<file path="src/hdl/tao_pkg.sv">
// ----------------------------------------------------------------------------
// tao_pkg
// Shared types and constants of the table-based two-argument arctangent unit.
// ----------------------------------------------------------------------------
`default_nettype none

package tao_pkg;

  localparam int TableEntries = 1025;
  localparam int IdxW         = 11;
  localparam int ValW         = 16;
  localparam int AngW         = 17;
  localparam int DataW        = 32;
  localparam int RatioShift   = 10;
  localparam int DivSteps     = 11;                 // quotient bits resolved
  localparam int RemW         = DataW + DivSteps;   // partial remainder width
  localparam int PipeLat      = DivSteps + 4;       // start to done, cycles

  localparam logic [DataW-1:0] ReduceMask  = 32'h7fe0_0000;
  localparam logic [AngW-1:0]  QuarterTurn = 17'd1024;
  localparam logic [AngW-1:0]  HalfTurn    = 17'd2048;

  typedef enum logic [2:0] {
    PATH_ZERO = 3'd0,
    PATH_ZRED = 3'd1,
    PATH_ZSHF = 3'd2,
    PATH_XRED = 3'd3,
    PATH_XSHF = 3'd4,
    PATH_LOAD = 3'd5
  } path_e;

  typedef enum logic [1:0] {
    ERR_NONE  = 2'd0,
    ERR_DIV0  = 2'd1,
    ERR_OVF   = 2'd2,
    ERR_RANGE = 2'd3
  } err_e;

  typedef struct packed {
    logic                   valid;
    logic                   load;
    path_e                  path;
    err_e                   err;
    logic                   neg_z;
    logic                   neg_x;
    logic                   z_less;
    logic [IdxW-1:0]        entry_idx;
    logic signed [ValW-1:0] entry_val;
  } meta_t;

endpackage

`default_nettype wire

</file>
<file path="src/hdl/tao_div.sv">
// ----------------------------------------------------------------------------
// tao_div
// Pipelined restoring divider: one quotient bit per stage, quotient range
// limited to DivSteps bits; larger quotients are flagged.
// ----------------------------------------------------------------------------
`default_nettype none

module tao_div (
  input  wire                             clk_i,
  input  wire                             rst_ni,
  input  tao_pkg::meta_t                  meta_i,
  input  wire  [tao_pkg::DataW-1:0]       num_i,
  input  wire  [tao_pkg::DataW-1:0]       den_i,
  output tao_pkg::meta_t                  meta_o,
  output logic [tao_pkg::DivSteps-1:0]    quo_o,
  output logic                            big_o,
  output logic                            neg_o
);

  localparam int N = tao_pkg::DivSteps;

  tao_pkg::meta_t              meta_q [N+1];
  logic [tao_pkg::RemW-1:0]    rem_q  [N+1];
  logic [tao_pkg::DataW-1:0]   dmag_q [N+1];
  logic [N-1:0]                quo_q  [N+1];
  logic                        big_q  [N+1];
  logic                        neg_q  [N+1];

  logic [tao_pkg::DataW-1:0] nmag_d, dmag_d;
  logic [tao_pkg::RemW-1:0]  dlim_d;

  // Magnitudes; the most negative value maps to 2^31, which still fits.
  always_comb begin
    nmag_d = num_i[tao_pkg::DataW-1] ? (~num_i + 32'd1) : num_i;
    dmag_d = den_i[tao_pkg::DataW-1] ? (~den_i + 32'd1) : den_i;
    dlim_d = {dmag_d, {N{1'b0}}};
  end

  always_ff @(posedge clk_i or negedge rst_ni) begin
    if (!rst_ni) begin
      meta_q[0] <= '0;
    end else begin
      meta_q[0] <= meta_i;
    end
  end

  always_ff @(posedge clk_i) begin
    rem_q[0]  <= {{N{1'b0}}, nmag_d};
    dmag_q[0] <= dmag_d;
    quo_q[0]  <= '0;
    big_q[0]  <= ({{N{1'b0}}, nmag_d} >= dlim_d);
    neg_q[0]  <= num_i[tao_pkg::DataW-1] ^ den_i[tao_pkg::DataW-1];
  end

  for (genvar j = 1; j <= N; j++) begin : g_stage
    localparam int K = N - j;
    logic [tao_pkg::RemW-1:0] dsh;
    logic                     fit;

    always_comb begin
      dsh = {{N{1'b0}}, dmag_q[j-1]} << K;
      fit = (rem_q[j-1] >= dsh);
    end

    always_ff @(posedge clk_i or negedge rst_ni) begin
      if (!rst_ni) begin
        meta_q[j] <= '0;
      end else begin
        meta_q[j] <= meta_q[j-1];
      end
    end

    always_ff @(posedge clk_i) begin
      rem_q[j]  <= fit ? (rem_q[j-1] - dsh) : rem_q[j-1];
      quo_q[j]  <= {quo_q[j-1][N-2:0], fit};
      dmag_q[j] <= dmag_q[j-1];
      big_q[j]  <= big_q[j-1];
      neg_q[j]  <= neg_q[j-1];
    end
  end

  assign meta_o = meta_q[N];
  assign quo_o  = quo_q[N];
  assign big_o  = big_q[N];
  assign neg_o  = neg_q[N];

endmodule

`default_nettype wire

</file>
<file path="config.mk">
export PLATFORM = sky130hd
export DESIGN_NAME = tao_div
export DESIGN_NICKNAME = d
export VERILOG_FILES = /design/src/hdl/tao_pkg.sv /design/src/hdl/tao_div.sv
export SDC_FILE = /design/constraint.sdc
export NUM_CORES = 2
export LEC_CHECK = 0
export CORE_MARGIN = 3
export CORE_UTILIZATION = 66
export CTS_BUF_LIST = sky130_fd_sc_hd__clkbuf_4 sky130_fd_sc_hd__clkbuf_8
export DETAILED_ROUTE_END_ITERATION = 10
export DONT_BUFFER_PORTS = 1
export PLACE_DENSITY = 0.82
export SYNTH_ARGS = -nofsm -noshare
export SYNTH_HDL_FRONTEND = slang
export SYNTH_SLANG_ARGS = --single-unit
</file>
<file path="constraint.sdc">
create_clock -name clk_i -period 4.05 [get_ports clk_i]
set_clock_uncertainty 0.05 [all_clocks]
set_input_delay 1.0125 -clock clk_i [delete_from_list [all_inputs] [get_ports clk_i]]
set_output_delay 1.0125 -clock clk_i [all_outputs]
set_load 0.005 [all_outputs]
</file>
==> reports/metrics.cfg <==
[outcome]
run_status = complete, but fails checks
violated_checks = negative hold slack, negative setup slack

[min_path]
worst_hold_path_type = primary input to asynchronous set/reset pin

[synth]
synth_top_cell_area_share = 0.3381
combinational_family_with_the_most_area_after_synthesis = compound AO/OA/AOI/OAI gates
yosys_warnings = 0
post_synth_mux_area_share = 0.008346
ys.flop_type = sky130_fd_sc_hd__dfxtp_1
number_of_synthesized_register_bits = 1348
synth_compound_area_frac = 0.1420
yosys.area_share.simple = 0.1073
synth_largest_area_cell = sky130_fd_sc_hd__dfxtp_1
netlist_top_cells_area = sky130_fd_sc_hd__dfxtp_1 (34%), sky130_fd_sc_hd__dfrtp_1 (21%), sky130_fd_sc_hd__ha_1 (8.5%)
seq_area_frac_synth = 0.5457
syn-cell-area_um2 = 53520
postSynth.asyncResetShare = 0.3294
avgSynthCellArea_um2 = 10.42
synth-adder-area-share = 0.08907
synthXorXnorAreaFrac = 0.06104
synth_cells = 5134
synth_cell_type_count = 97
number_of_synthesized_flops_with_an_enable_pin = 0
synth_fp_nets = 5612

[floorplan]
initial_util = 0.6720
dieHeight_um = 290.8
cell_rows = 103
dieArea_um2 = 84540
io_pins = 153
die_x_um = 290.8
fp.coreArea_um2 = 79640

[critical_path]
reg2reg_to = rem_q[4][42]
cell_at_the_slowest_stage_of_the_critical_path = sky130_fd_sc_hd__or4_4
timing.critical_path.cells = or4_4, or4_4, or2_4, or3_4, nand2b_4, o41ai_4, xnor2_2, ha_1, nand4_1, nor3_2, nand4_1, or4_4, nor4_4, buf_4, a211oi_1, nor3_2
critical_path.max_stage_delay_ps = 570
reg2reg_slack_ps = 200
timing.setup.critical_path_class = primary input to register
critical_path.startpoint_type = primary input
rr_worst_depth = 14
timing.critical_path.to_type = register
crit_fanout = 4
worst_ep_arrival_time_ps = 4840
cp_common_cell = sky130_fd_sc_hd__or4_4
cp.required_ps = 4760
r2r-start = rem_q[3][7]

[sta]
fin_hold_ws_ps = -194.1
rsz_0062_raised_after_global_routing = yes
fmax_mhz = 242.6
period_minus_slack_ps = 4121
timing_hold_violations_final = 171
finalSetupTns_ps = -71.45
layout_setup_ws_ps = -71.45
setup_viol = 1
worstMarginPinSlew_ps = 1113
slew-limit-headroom = 0.2578
fin_crit_sh = 1.018
timing_max_transition_violations_final = 0

[power]
max-vdd-ir-drop_mv = 0.4359
power.density_cell_area_nw_per_um2 = 723.4
intPower_mw = 28.39
clockPowerShare = 0.265
share_seq_of_total_power = 0.395
comb_power_share = 0.340
switchingPower_mw = 14.68
p_sw_frac = 0.3408
p_leak_nw = 27.74

[clock_tree]
clk_path_buf_depth = 3
cts_root_buf = sky130_fd_sc_hd__clkbuf_8
clk-insertion-delay-late_ps = 860
cts_post_setup_buffers_inserted = 0
tritoncts = built
cts_inserted_buffers = 194
cts.htree.levels = 4
clk_transition_reported_paths_ps = 60
numClockSinks = 1348

[job]
max-cap-violations = 0

[detailed_routing]
avgViaCountPerCell = 5.626
drtIter0Drc = 2553
drtPass1Iterations = 5
antenna_violating_nets_post_route = 0
routed-via-count = 36580
drt_drc_violations_left = 0
drt-total-wl_um = 115600
wire_per_inst_um = 17.79

[final_layout]
regArea_um2 = 29210
area_growth_pct = 11.25
cell_count_final_fillers_out = 6502
multi_input_area_um2 = 22010
most_frequent_standard_cell_in_the_layout_excluding_fill_and_tap_cells = sky130_fd_sc_hd__dfxtp_1
nFillCells = 5371
layout.cells.most_common_list = sky130_fd_sc_hd__dfxtp_1 (904), sky130_fd_sc_hd__inv_1 (457), sky130_fd_sc_hd__dfrtp_1 (444)
layout-drive-gt1-share = 0.1095
finalNetCount = 5770

[global_route]
global_route.overflow_total = 0
grt_antenna_before_repair = 1
grt_use_total = 0.2717
pin_count_of_the_biggest_net_entering_global_routing = 445
first_pass_grt_wire_length_um = 186500
vias_in_the_first_global_route = 37450

[placed_design]
detailed_place_hpwl_um = 85440
dpl.cell_count = 6146
routabilityCongestion = 0.9698
number_of_input_and_output_port_buffers_inserted = 0

per-layer routing:
layer  share of wire  track usage  vias up  wire length [µm]
met5               0            0        -                 0
met4           0.060       0.1620        0              6970
met1            0.38       0.2984    17130             44310
met2            0.51       0.4964     1147             59410
li1                -            -    17930                 -
met3           0.043      0.03974      372              4943
Yosys cell counts (37+ instances only):
cell type                  instances
sky130_fd_sc_hd__dfxtp_1         904
sky130_fd_sc_hd__inv_1           457
sky130_fd_sc_hd__dfrtp_1         444
sky130_fd_sc_hd__nand2_1         390
sky130_fd_sc_hd__ha_1            365
sky130_fd_sc_hd__o21ai_0         357
sky130_fd_sc_hd__a21oi_1         355
sky130_fd_sc_hd__nor2_1          239
sky130_fd_sc_hd__xnor2_1         212
sky130_fd_sc_hd__a21o_1          184
sky130_fd_sc_hd__xor2_1          161
sky130_fd_sc_hd__clkbuf_1         85
sky130_fd_sc_hd__nand3_1          83
sky130_fd_sc_hd__nor3_1           76
sky130_fd_sc_hd__nand4_1          66
sky130_fd_sc_hd__nand2b_1         56
sky130_fd_sc_hd__nor2b_1          51
sky130_fd_sc_hd__buf_4            43
sky130_fd_sc_hd__a31oi_1          42
sky130_fd_sc_hd__and3_1           39
sky130_fd_sc_hd__o31ai_1          39
sky130_fd_sc_hd__nor4_1           38
sky130_fd_sc_hd__mux2_2           37
sequential cells by signal, indices dropped and copies added, names as in the netlist:
| signal | count |
|---|---|
| big_q | 12 |
| neg_q | 12 |
| dmag_q | 352 |
| rem_q | 462 |
| meta_o | 37 |
| quo_q | 66 |
| meta_q | 407 |
cell type report:
type / instances / area share
sequential: 1348 / 0.4905
antenna: 2 / 0.00008405
clock buffer: 310 / 0.06325
multi-input combinational: 3173 / 0.3697
clock inverter: 44 / 0.009372
inverter: 459 / 0.02894
timing repair buffer: 116 / 0.01610
tap: 1050 / 0.02206
power groups by stage:
| stage | Clock, mW | Sequential, mW | Combinational [mW] |
|---|---|---|---|
| finish | 11.4 | 17.0 | 14.6 |
| global route | 12.3 | 17.2 | 16.3 |
| CTS | 11.7 | 17.0 | 14.5 |
| detailed placement | 0 | 17.2 | 14.3 |
| global placement | 0 | 17.1 | 14.0 |
| floorplan | 0 | 16.7 | 11.2 |
worst max-delay path by stage:
stage / slack (ps) / to / start / depth (start not counted)
after global routing: -150 / big_q[0][0] / num_i[16] / 16
after floorplan: -540 / big_q[0][0] / num_i[16] / 15
after CTS: 4 / big_q[0][0] / num_i[16] / 16
final: -70 / big_q[0][0] / num_i[16] / 16
after detailed placement: -1180 / big_q[0][0] / num_i[16] / 16
after global placement: -1070 / big_q[0][0] / num_i[16] / 16
per-stage QoR:
stage	total power, mW	instance area [µm²]	hold WS [ps]	setup slack [ps]	utilization
2_1_floorplan	27.90	53540	259.6	-544.5	-
4_1_cts	43.19	59460	-273.6	4.381	0.7466
3_3_place_gp	31.16	55110	259.5	-1075	0.6919
6_report	43.07	59540	-194.1	-71.45	0.7476
5_1_grt	45.84	59540	-256.2	-148.6	0.7476
3_5_place_dp	31.59	55110	262.1	-1185	0.6919
worst max-delay path: cells and delay by family:
kind | cells | cell delay (ps)
buf+inv | 1 | 150
simple gates | 11 | 2930
xor+xnor | 1 | 110
fa+ha+maj | 1 | 300
compound gates | 2 | 330
cell families after synthesis:
family,count (synthesis)
muxes,40
adders and majority gates,375
xor gates and xnor gates,373
AOI/OAI and AO/OA,1219
buffers and inverters,613
DFF,1348
and+or+nand+nor,1166
repair_timing:
| action | CTS | global route |
|---|---|---|
| endpoints found under the setup margin | 1 | 60 |
| resized for setup | 7 | 14 |
| pin swaps | 2 | 0 |
| endpoints found under the hold margin | 444 | 444 |
| cloned | 0 | 0 |
Power figures use the tool's default switching activity.
